File: config.mk
export PLATFORM = sky130hd
export DESIGN_NAME = segx_hit_stage
export DESIGN_NICKNAME = d
export VERILOG_FILES = /design/src/rtl/core/segx_pkg.sv /design/src/rtl/core/segx_hit_stage.sv
export VERILOG_INCLUDE_DIRS = /design/src /design/src/rtl/core
export SDC_FILE = /design/constraint.sdc
export NUM_CORES = 1
export LEC_CHECK = 0
export ABC_AREA = 1
export CAP_MARGIN = 10
export CORE_AREA = 5 5 42 44
export CTS_CLUSTER_SIZE = 14
export DETAILED_ROUTE_END_ITERATION = 7
export DIE_AREA = 0 0 47 49
export DONT_BUFFER_PORTS = 1
export PLACE_DENSITY = 0.35
export SYNTH_ARGS = -nofsm -noshare
export SYNTH_HDL_FRONTEND = slang
export SYNTH_SLANG_ARGS = --single-unit
export TNS_END_PERCENT = 5
File: constraint.sdc
create_clock -name clock -period 0.9 [get_ports clock]
set_input_delay 0.045 -clock clock [delete_from_list [all_inputs] [get_ports clock]]
set_output_delay 0.045 -clock clock [all_outputs]
set_load 0.005 [all_outputs]
File: src/rtl/core/assert_macros.svh
// assertion macros shared by the segment test pipeline
// expects signals named clock and reset in the module that uses them
`ifndef ASSERT_MACROS_SVH
`define ASSERT_MACROS_SVH

// consequent must hold in the same cycle as the antecedent
`define ASSERT_SAME(lbl, ante, cons) \
   lbl: assert property (@(posedge clock) disable iff (reset) (ante) |-> (cons)) \
      else $error("same cycle check failed");

// consequent must hold in the cycle after the antecedent
`define ASSERT_NEXT(lbl, ante, cons) \
   lbl: assert property (@(posedge clock) disable iff (reset) (ante) |=> (cons)) \
      else $error("next cycle check failed");

`endif

File: src/rtl/core/segx_pkg.sv
// types and constants for the segment intersection test pipeline
// no dependencies
package segx_pkg;

   // orientation sign of one cross product comparison
   typedef enum logic [1:0] {
      ORIENT_ZERO,
      ORIENT_POS,
      ORIENT_NEG
   } orient_type;

   // endpoint inside the bounding box of the other segment
   typedef struct packed {
      logic c_in_ab;
      logic d_in_ab;
      logic a_in_cd;
      logic b_in_cd;
   } box_flags_type;

   typedef struct packed {
      orient_type o1;
      orient_type o2;
      orient_type o3;
      orient_type o4;
   } orient_set_type;

   // places of the coordinate differences in the difference vector
   localparam int DIFF_COUNT = 12;
   localparam int DIFF_BAX   = 0;
   localparam int DIFF_BAY   = 1;
   localparam int DIFF_CAX   = 2;
   localparam int DIFF_CAY   = 3;
   localparam int DIFF_DAX   = 4;
   localparam int DIFF_DAY   = 5;
   localparam int DIFF_DCX   = 6;
   localparam int DIFF_DCY   = 7;
   localparam int DIFF_ACX   = 8;
   localparam int DIFF_ACY   = 9;
   localparam int DIFF_BCX   = 10;
   localparam int DIFF_BCY   = 11;

   localparam int ORIENT_COUNT = 4;

endpackage

File: src/rtl/core/segx_hit_stage.sv
// last stage: combines orientation signs and box checks into the result
// depends on segx_pkg and assert_macros.svh
`include "assert_macros.svh"

module segx_hit_stage
   import segx_pkg::*;
(
   input  logic           clock,
   input  logic           reset,
   input  logic           valid_in,
   output logic           ready_up,
   input  orient_set_type orient_in,
   input  box_flags_type  box_in,
   output logic           valid_out,
   input  logic           ready_down,
   output logic           intersects
);

   logic valid_ff;
   logic hit_ff;
   logic hit_in;
   logic proper;
   logic touch;
   logic load;

   always_comb begin
      proper = (orient_in.o1 != ORIENT_ZERO) && (orient_in.o2 != ORIENT_ZERO)
            && (orient_in.o3 != ORIENT_ZERO) && (orient_in.o4 != ORIENT_ZERO)
            && (orient_in.o1 != orient_in.o2) && (orient_in.o3 != orient_in.o4);
      touch  = ((orient_in.o1 == ORIENT_ZERO) && box_in.c_in_ab)
            || ((orient_in.o2 == ORIENT_ZERO) && box_in.d_in_ab)
            || ((orient_in.o3 == ORIENT_ZERO) && box_in.a_in_cd)
            || ((orient_in.o4 == ORIENT_ZERO) && box_in.b_in_cd);
      hit_in = proper || touch;
   end

   assign ready_up = !valid_ff || ready_down;
   assign load     = valid_in && ready_up;

   always_ff @(posedge clock) begin
      if (reset) begin
         valid_ff <= 1'b0;
      end else if (ready_up) begin
         valid_ff <= valid_in;
      end
      if (load) begin
         hit_ff <= hit_in;
      end
   end

   assign valid_out  = valid_ff;
   assign intersects = hit_ff;

   // a zero orientation with the point in the box is a touch
   `ASSERT_NEXT(touch_reported,
      load && (orient_in.o1 == ORIENT_ZERO) && box_in.c_in_ab,
      hit_ff)

   // a strict crossing is always reported
   `ASSERT_NEXT(crossing_reported,
      load && (orient_in.o1 == ORIENT_POS) && (orient_in.o2 == ORIENT_NEG)
         && (orient_in.o3 == ORIENT_NEG) && (orient_in.o4 == ORIENT_POS),
      hit_ff)

endmodule

==> flow_summary.yaml <==
status:
  status: "finished, final reports clean"
routing:
  first_pass_iters: 2
  drc_errors: 0
  ant_nets: 0
  drt-total-wl_um: 489
  drt_iter0_markers: 1
  wl_per_cell_um: 9.23
  vias: 204
  vias_per_cell: 3.85
global_route:
  grt_pass1_wl_um: 669
  grt_max_degree: 4
  gr-total-overflow: 0
  gr-usage-all-layers_pct: 4.36
  grt_pass1_vias: 198
  antenna_found_initial: 0
worst_setup_path:
  regToRegEndpoint: "intersects"
  worstPathCellList: "dlygate4sd3_1 -> inv_1 -> a21oi_1"
  crit_family: "buffers and inverters"
  arrival_ns: 0.75
  cp-end-kind: "flop"
  max_stage_delay_ns: 0.52
  r2r_start: "valid_out"
  start_kind: "input pin"
  path_max_fanout: 2
  r2r_cells: 1
  critPathRequiredTime_ns: 0.83
  crit_buf_inv: 2
  critical_path_class: "input pin to flop"
  slowest_stage: "dlygate4sd3_1"
  ff2ff_setup_slack_ns: 0.12
hold_path:
  min_path_type: "input pin to flop"
  hp-start: "ready_down"
  min_path_cells: 3
  hold-path-endpoint: "valid_out"
power_and_ir_drop:
  power_density_nw_per_um2: 1620
  power_leakage_nw: 0.121
  max-vdd-ir-drop_mv: 0.143
finish:
  num-fill-cells: 171
  drive_above_1_share_pct: 10.8
  final_common_cell: "nand2_1"
  final_cell_mix: "nand2_1, nor2_1, nand3_1, inv_1, clkbuf_4"
  antenna_cells: 0
  syn_to_final_growth_pct: 39.6
  postLayoutCellArea_um2: 234
  final_nets: 54
floorplanning:
  core_area_um2: 1400
  std_cell_rows: 14
  die_w_um: 47
  pin_count: 19
  dieArea_um2: 2300
  initial_core_util_pct: 12.0
  die_h_um: 49
sta:
  slew_headroom_pct: 90.5
  period_needed_ns: 0.816
  fmax_mhz: 1230
  setup_viol: 0
  final-max-slew-violation-count: 0
  fin_crit_sh_pct: 90.7
  rsz0062_at_grt: "false"
  final_hold_viol_count: 0
  worst_pin_slew_ns: 0.142
  finClkSkew_ns: 0.00970
  tns_ns: 0
placed_design:
  routabilityCongestion: 0.625
  place.port_buffers: 0
  placed_cell_area_um2: 188
synthesis:
  yosys_warnings: 0
  ys_seq_area_share_pct: 29.9
  yosys.area_share.adder_pct: 0
  yosysUniqueCellTypes: 8
  synthCells: 31
  synth_area_um2: 168
  synth-compound-area-share_pct: 5.97
  synth_nets: 47
  avgSynthCellArea_um2: 5.41
  synth_seq_cells: 2
  synth_top_family_by_area: "simple AND/OR/NAND/NOR gates"
  synth-simple-area-share_pct: 57.5
  synth_xor_area_share_pct: 0
  muxShareOfSynthArea_pct: 0
clock_network:
  cts_buffers: 3
  cts_tree: "yes"
  clkSinkCount: 2
  clk_path_buf_depth: 2
  cts_root_buf: "clkbuf_4"
  clk_latency_ns: 0.23
  htreeDepth: 1
  cts_resized: 0
  clk_pin_slew_ns: 0.04
job:
  timing.max_cap.violations: 0
metal layers:
| metal | up-vias | GRT usage, % | part of all wire, % |
|---|---|---|---|
| met2 | 14 | 6.56 | 46 |
| met4 | 0 | 5.53 | 0 |
| met3 | 0 | 1.11 | 12 |
| met5 | - | 0 | 0 |
| li1 | 107 | - | - |
| met1 | 83 | 3.93 | 42 |
final cells by class:
type                    instances  area [µm²]  share of cell area, %
inverters                       3        11.3                   4.81
well taps                      16        20.0                   8.56
multi-input cells              26         106                   45.5
flip-flops and latches          2        50.0                   21.4
clock buffers                   4        26.3                   11.2
repair buffers                  2        20.0                   8.56
state kept, by name, indices dropped and copies added (netlist names):
signal	count
intersects	1
valid_out	1
logic make-up after synthesis:
kind of cell | Yosys count
DFF | 2
and+or+nand+nor | 24
AOI/OAI and AO/OA | 2
buffers and inverters | 3
synthesized netlist by cell type:
master / n / share of area, %
dfxtp_1: 1 / 12
inv_1: 3 / 6.7
edfxtp_1: 1 / 18
nand3_1: 3 / 9.0
nand2_1: 15 / 34
a21oi_1: 2 / 6.0
nand2_2: 1 / 3.7
nor2_1: 5 / 11
metrics by stage:
stage	setup slack, ns	hold slack [ns]	power [mW]	std cells	util [%]
2_1_floorplan	0.146	0.114	0.144	31	-
3_3_place_gp	0.115	0.121	0.152	47	13.4
3_5_place_dp	0.0980	0.121	0.153	47	13.4
4_1_cts	0.0860	0.0522	0.396	53	16.7
5_1_grt	0.00719	0.0804	0.401	53	16.7
6_report	0.0838	0.0598	0.379	53	16.7
tightest hold or removal path, stage by stage:
cell and delay (ns):
inv_1 0.03, nand2_1 0.09, a21oi_1 0.07
power by group:
| part | internal, mW | switching [mW] |
|---|---|---|
| Sequential | 0.105 | 0.00427 |
| Clock | 0.165 | 0.0581 |
| Combinational | 0.0232 | 0.0237 |
| Total | 0.293 | 0.0860 |
what timing repair did:
| action | 4_1_cts | 5_1_grt |
|---|---|---|
| hold endpoints to repair | 1 | 0 |
| hold buffers | 2 | 0 |
| buffers inserted | 0 | 0 |
worst max-delay path by stage:
stage	startpoint	depth (start not counted)	slack, ns	end
2_1_floorplan	valid_out	1	0.15	intersects
3_3_place_gp	valid_out	1	0.12	intersects
3_5_place_dp	valid_out	1	0.1	intersects
4_1_cts	valid_in	3	0.09	intersects
5_1_grt	valid_in	3	0.007	intersects
6_report	valid_in	3	0.08	intersects
No activity file was read; power rests on OpenSTA's default activity.
