<file path="config.mk">
export PLATFORM = sky130hd
export DESIGN_NAME = segx_diff_stage
export DESIGN_NICKNAME = d
export VERILOG_FILES = /design/src/rtl/core/segx_pkg.sv /design/src/rtl/core/segx_diff_stage.sv
export VERILOG_INCLUDE_DIRS = /design/src /design/src/rtl/core
export SDC_FILE = /design/constraint.sdc
export NUM_CORES = 1
export LEC_CHECK = 0
export ABC_AREA = 1
export BUFFER_PORTS_ARGS = -buffer_cell sky130_fd_sc_hd__buf_2
export CAP_MARGIN = 20
export CORE_MARGIN = 4
export CORE_UTILIZATION = 45
export DETAILED_ROUTE_END_ITERATION = 16
export GPL_TIMING_DRIVEN = 0
export PLACE_DENSITY = 0.67
export REMOVE_ABC_BUFFERS = 1
export SETUP_SLACK_MARGIN = 0.05
export SYNTH_ARGS = -nofsm -noshare
export SYNTH_HDL_FRONTEND = slang
export SYNTH_SLANG_ARGS = --single-unit
</file>
<file path="constraint.sdc">
create_clock -name clock -period 22.7 [get_ports clock]
set_input_delay 4.54 -clock clock [delete_from_list [all_inputs] [get_ports clock]]
set_output_delay 4.54 -clock clock [all_outputs]
set_load 0.02 [all_outputs]
</file>
<file path="src/rtl/core/assert_macros.svh">
// assertion macros shared by the segment test pipeline
// expects signals named clock and reset in the module that uses them
`ifndef ASSERT_MACROS_SVH
`define ASSERT_MACROS_SVH

// consequent must hold in the same cycle as the antecedent
`define ASSERT_SAME(lbl, ante, cons) \
   lbl: assert property (@(posedge clock) disable iff (reset) (ante) |-> (cons)) \
      else $error("same cycle check failed");

// consequent must hold in the cycle after the antecedent
`define ASSERT_NEXT(lbl, ante, cons) \
   lbl: assert property (@(posedge clock) disable iff (reset) (ante) |=> (cons)) \
      else $error("next cycle check failed");

`endif

</file>
<file path="src/rtl/core/segx_pkg.sv">
// types and constants for the segment intersection test pipeline
// no dependencies
package segx_pkg;

   // orientation sign of one cross product comparison
   typedef enum logic [1:0] {
      ORIENT_ZERO,
      ORIENT_POS,
      ORIENT_NEG
   } orient_type;

   // endpoint inside the bounding box of the other segment
   typedef struct packed {
      logic c_in_ab;
      logic d_in_ab;
      logic a_in_cd;
      logic b_in_cd;
   } box_flags_type;

   typedef struct packed {
      orient_type o1;
      orient_type o2;
      orient_type o3;
      orient_type o4;
   } orient_set_type;

   // places of the coordinate differences in the difference vector
   localparam int DIFF_COUNT = 12;
   localparam int DIFF_BAX   = 0;
   localparam int DIFF_BAY   = 1;
   localparam int DIFF_CAX   = 2;
   localparam int DIFF_CAY   = 3;
   localparam int DIFF_DAX   = 4;
   localparam int DIFF_DAY   = 5;
   localparam int DIFF_DCX   = 6;
   localparam int DIFF_DCY   = 7;
   localparam int DIFF_ACX   = 8;
   localparam int DIFF_ACY   = 9;
   localparam int DIFF_BCX   = 10;
   localparam int DIFF_BCY   = 11;

   localparam int ORIENT_COUNT = 4;

endpackage

</file>
<file path="src/rtl/core/segx_diff_stage.sv">
// first stage: coordinate differences and bounding box checks
// depends on segx_pkg and assert_macros.svh
`include "assert_macros.svh"

module segx_diff_stage
   import segx_pkg::*;
#(
   parameter int COORD_WIDTH = 31,
   localparam int DiffWidth = COORD_WIDTH + 1
) (
   input  logic                          clock,
   input  logic                          reset,
   input  logic                          valid_in,
   output logic                          ready_up,
   input  logic signed [COORD_WIDTH-1:0] ax,
   input  logic signed [COORD_WIDTH-1:0] ay,
   input  logic signed [COORD_WIDTH-1:0] bx,
   input  logic signed [COORD_WIDTH-1:0] by,
   input  logic signed [COORD_WIDTH-1:0] cx,
   input  logic signed [COORD_WIDTH-1:0] cy,
   input  logic signed [COORD_WIDTH-1:0] dx,
   input  logic signed [COORD_WIDTH-1:0] dy,
   output logic                          valid_out,
   input  logic                          ready_down,
   output logic signed [DiffWidth-1:0]   diff_out [DIFF_COUNT],
   output box_flags_type                 box_out
);

   logic                        valid_ff;
   logic signed [DiffWidth-1:0] diff_ff [DIFF_COUNT];
   logic signed [DiffWidth-1:0] diff_in [DIFF_COUNT];
   box_flags_type               box_ff;
   box_flags_type               box_in;
   logic                        load;

   function automatic logic in_box(
      input logic signed [COORD_WIDTH-1:0] px,
      input logic signed [COORD_WIDTH-1:0] py,
      input logic signed [COORD_WIDTH-1:0] qx,
      input logic signed [COORD_WIDTH-1:0] qy,
      input logic signed [COORD_WIDTH-1:0] rx,
      input logic signed [COORD_WIDTH-1:0] ry
   );
      logic x_ok;
      logic y_ok;
      x_ok = ((rx >= px) && (rx <= qx)) || ((rx >= qx) && (rx <= px));
      y_ok = ((ry >= py) && (ry <= qy)) || ((ry >= qy) && (ry <= py));
      return x_ok && y_ok;
   endfunction

   always_comb begin
      diff_in[DIFF_BAX] = DiffWidth'(bx) - DiffWidth'(ax);
      diff_in[DIFF_BAY] = DiffWidth'(by) - DiffWidth'(ay);
      diff_in[DIFF_CAX] = DiffWidth'(cx) - DiffWidth'(ax);
      diff_in[DIFF_CAY] = DiffWidth'(cy) - DiffWidth'(ay);
      diff_in[DIFF_DAX] = DiffWidth'(dx) - DiffWidth'(ax);
      diff_in[DIFF_DAY] = DiffWidth'(dy) - DiffWidth'(ay);
      diff_in[DIFF_DCX] = DiffWidth'(dx) - DiffWidth'(cx);
      diff_in[DIFF_DCY] = DiffWidth'(dy) - DiffWidth'(cy);
      diff_in[DIFF_ACX] = DiffWidth'(ax) - DiffWidth'(cx);
      diff_in[DIFF_ACY] = DiffWidth'(ay) - DiffWidth'(cy);
      diff_in[DIFF_BCX] = DiffWidth'(bx) - DiffWidth'(cx);
      diff_in[DIFF_BCY] = DiffWidth'(by) - DiffWidth'(cy);
      box_in.c_in_ab = in_box(ax, ay, bx, by, cx, cy);
      box_in.d_in_ab = in_box(ax, ay, bx, by, dx, dy);
      box_in.a_in_cd = in_box(cx, cy, dx, dy, ax, ay);
      box_in.b_in_cd = in_box(cx, cy, dx, dy, bx, by);
   end

   assign ready_up = !valid_ff || ready_down;
   assign load     = valid_in && ready_up;

   always_ff @(posedge clock) begin
      if (reset) begin
         valid_ff <= 1'b0;
      end else if (ready_up) begin
         valid_ff <= valid_in;
      end
      if (load) begin
         diff_ff <= diff_in;
         box_ff  <= box_in;
      end
   end

   assign valid_out = valid_ff;
   assign diff_out  = diff_ff;
   assign box_out   = box_ff;

   // a first endpoint shared by both segments (a equal to c) always lies in the other box
   `ASSERT_SAME(shared_end_in_box,
      valid_ff && (diff_ff[DIFF_CAX] == '0) && (diff_ff[DIFF_CAY] == '0),
      box_ff.c_in_ab && box_ff.a_in_cd)

endmodule

</file>
==> impl_metrics.toml <==
[placed_design]
placedCellCount = 6447
place_area_mm2 = 0.04107
hpwl_um = 147400
place.gp.congestion = 1.074
port_buffers = 641

[cts]
cts_buffers = 45
clock-sinks = 387
ctsHoldBuffers = 0
root_buffer = "clkbuf_16"
clkTransAtPathRegs_ps = 60
cts_setup_buffers = 0
cts_max_level = 2
cts_max_path_buffers = 3
cts_resized = 0
clk_latency_ps = 620
cts_tree = "yes"

[timing]
finalCriticalPeriod_ps = 9513
setup-violations-final = 0
maxSlewHeadroom_pct = 50.33
fin_setup_tns_ps = 0
tightest_slew_ps = 738.3
rsz0062_at_grt = "no"
fmax_mhz = 105.1
drv_slew = 0
hold_viol = 0
skew_ps = 30.22
post-route-period-util_pct = 41.91

[worst_setup_path]
crit_path_top_delay_cell = "buf_2"
rr_worst_depth = 8
worstReg2RegStart = "valid_out"
end_kind = "output port"
worst_setup_path_start_kind = "input port"
worst-endpoint-required_ps = 18160
criticalPathCategory = "in2out"
regToRegSetupSlack_ps = 19840
worstPathArrival_ps = 4970
path_cells = "buf_2, inv_1, nand2_1, buf_2"
cp_max_fo = 2
cpMostUsedCell = "buf_2"
r2r_end = "diff_out[187]"
critPathMaxStageDelay_ps = 160

[min_path]
hp-start = "valid_out"
worst_hold_path.endpoint = "valid_out"
hold_depth = 2
hold_class = "reg2reg"

[route]
vias_per_cell = 5.710
wl_um = 167800
drtPass1Iterations = 6
ant_nets = 0
vias = 37404
route.detailed.drc = 0
drt_iter0_drc = 4158
wl_per_cell_um = 25.62

[synthesis]
synthCells = 4777
synth_warnings = 0
yosysMostFrequentCell = "nand2_1"
synth-seq-cells = 387
synth_largest_area_cell = "edfxtp_1"
synth_ff_type = "edfxtp_1"
synth_area_mm2 = 0.03652
synth_commonest_cells = "nand2_1 (1125), inv_1 (681), a21oi_1 (467)"
netlist_top_cells_area = "edfxtp_1 (32%), ha_1 (15%), nand2_1 (12%)"
synth.distinct_cells = 50
ys_async_sr_fraction_pct = 0
synth_enable_flop_cells = 386
yosysSeqAreaShare_pct = 31.79
syn_avg_cell_area_um2 = 7.645
synthDominantCellAreaShare_pct = 31.74

[global_routing]
grt_max_degree = 33
grt_first_pass_wirelength_um = 234700
antenna_found_initial = 32
grt_pass1_vias = 34586
track_usage_pct = 37.43
grt_remaining_overflow = 0

[cells_and_area]
areaGrowthSynthToFinish_pct = 16.71
final_cells = 6551
finalNetCount = 6140
drive_above_1_share_pct = 15.97
finalInstanceArea_mm2 = 0.04262
fin_util_pct = 53.00

[run_status]
outcome = "finished clean"

[power]
ir_worst_vdd_v = 0.00005459
p_total_mw = 2.841
power_density_mw_per_mm2 = 66.66
leakagePower_nw = 20.80

[floorplan]
die-area_mm2 = 0.08578
coreArea_mm2 = 0.08042
io_pins = 642
die-height_um = 292.9
die_w_um = 292.9
rows = 104
initial_core_util_pct = 45.41

[job]
cap_violations = 0
metal layers:
layer | global-route usage, % | up-vias | part of all wire [%]
met2 | 55.28 | 2003 | 41
met4 | 11.44 | 8 | 3.4
met1 | 55.55 | 17824 | 45
li1 | - | 17305 | -
met3 | 6.801 | 264 | 10
met5 | 0 | - | 0.036
worst max-delay path, delay by kind of cell:
family,cells,cell delay [ps]
buf+inv,3,350
simple gates,1,80
registers in the layout, summed over array words and instances (netlist names):
name and count:
diff_out 382, valid_out 1, box_out 4
cell usage in the layout (no fill, tap or decap), types with 13 or more instances in the layout:
cell type / n
nand2_2: 31
clkbuf_16: 47
buf_2: 641
o21bai_1: 61
xor2_1: 239
a21oi_1: 466
nand2_1: 1125
o21ai_0: 160
diode_2: 23
nor4_1: 25
inv_2: 31
o211ai_1: 17
nor3_1: 55
ha_1: 442
edfxtp_1: 386
inv_1: 681
o21a_1: 24
nand4_1: 48
nor2_1: 430
a21o_1: 32
nand3_1: 180
o21ai_2: 26
a31oi_1: 26
o21ai_1: 25
a21boi_1: 13
nor2_2: 26
xnor2_1: 68
a21boi_0: 15
worst max path at each step:
stage                    start            end  slack [ps]
global placement      valid_in  diff_out[179]       -9080
finish              ready_down       ready_up       13190
detailed placement  ready_down       ready_up       13190
floorplan             valid_in     box_out[0]       -1630
global route        ready_down       ready_up       13150
CTS                 ready_down       ready_up       13190
logic make-up (layout without fill, tap and decap cells):
kind of cell	Yosys count	count (layout)	share of synthesized area (%)
AO/OA/AOI/OAI	912	912	14.45
other	0	23	0
adder cells (fa/ha/maj)	454	454	15.80
AND/OR/NAND/NOR	1960	1960	22.49
flip-flops	387	387	31.79
XOR/XNOR	307	307	7.363
buffers and inverters	757	1448	8.099
per-stage QoR:
stage	worst slack (ps)	hold WS, ps
floorplan	-1631	705.5
global placement	-9081	483.9
detailed placement	13190	527.3
CTS	13190	541.0
global route	13150	588.4
finish	13190	547.5
power breakdown:
| group | total [mW] | switching, mW | internal, mW |
|---|---|---|---|
| combinational | 1.12 | 0.788 | 0.329 |
| clock | 0.760 | 0.324 | 0.436 |
| sequential | 0.964 | 0.0383 | 0.926 |
final cells by class:
class                           instances  area [um2]
Tap cell                             1060        1326
Clock buffer                           54        1202
Sequential cell                       387       11610
Timing Repair Buffer                  655        3503
Clock inverter                         27       286.5
Multi-Input combinational cell       3633       21960
Antenna cell                           23       57.56
Fill cell                            7923       37800
Inverter                              712        2673
Note: power is estimated with default switching activity, not from simulation.
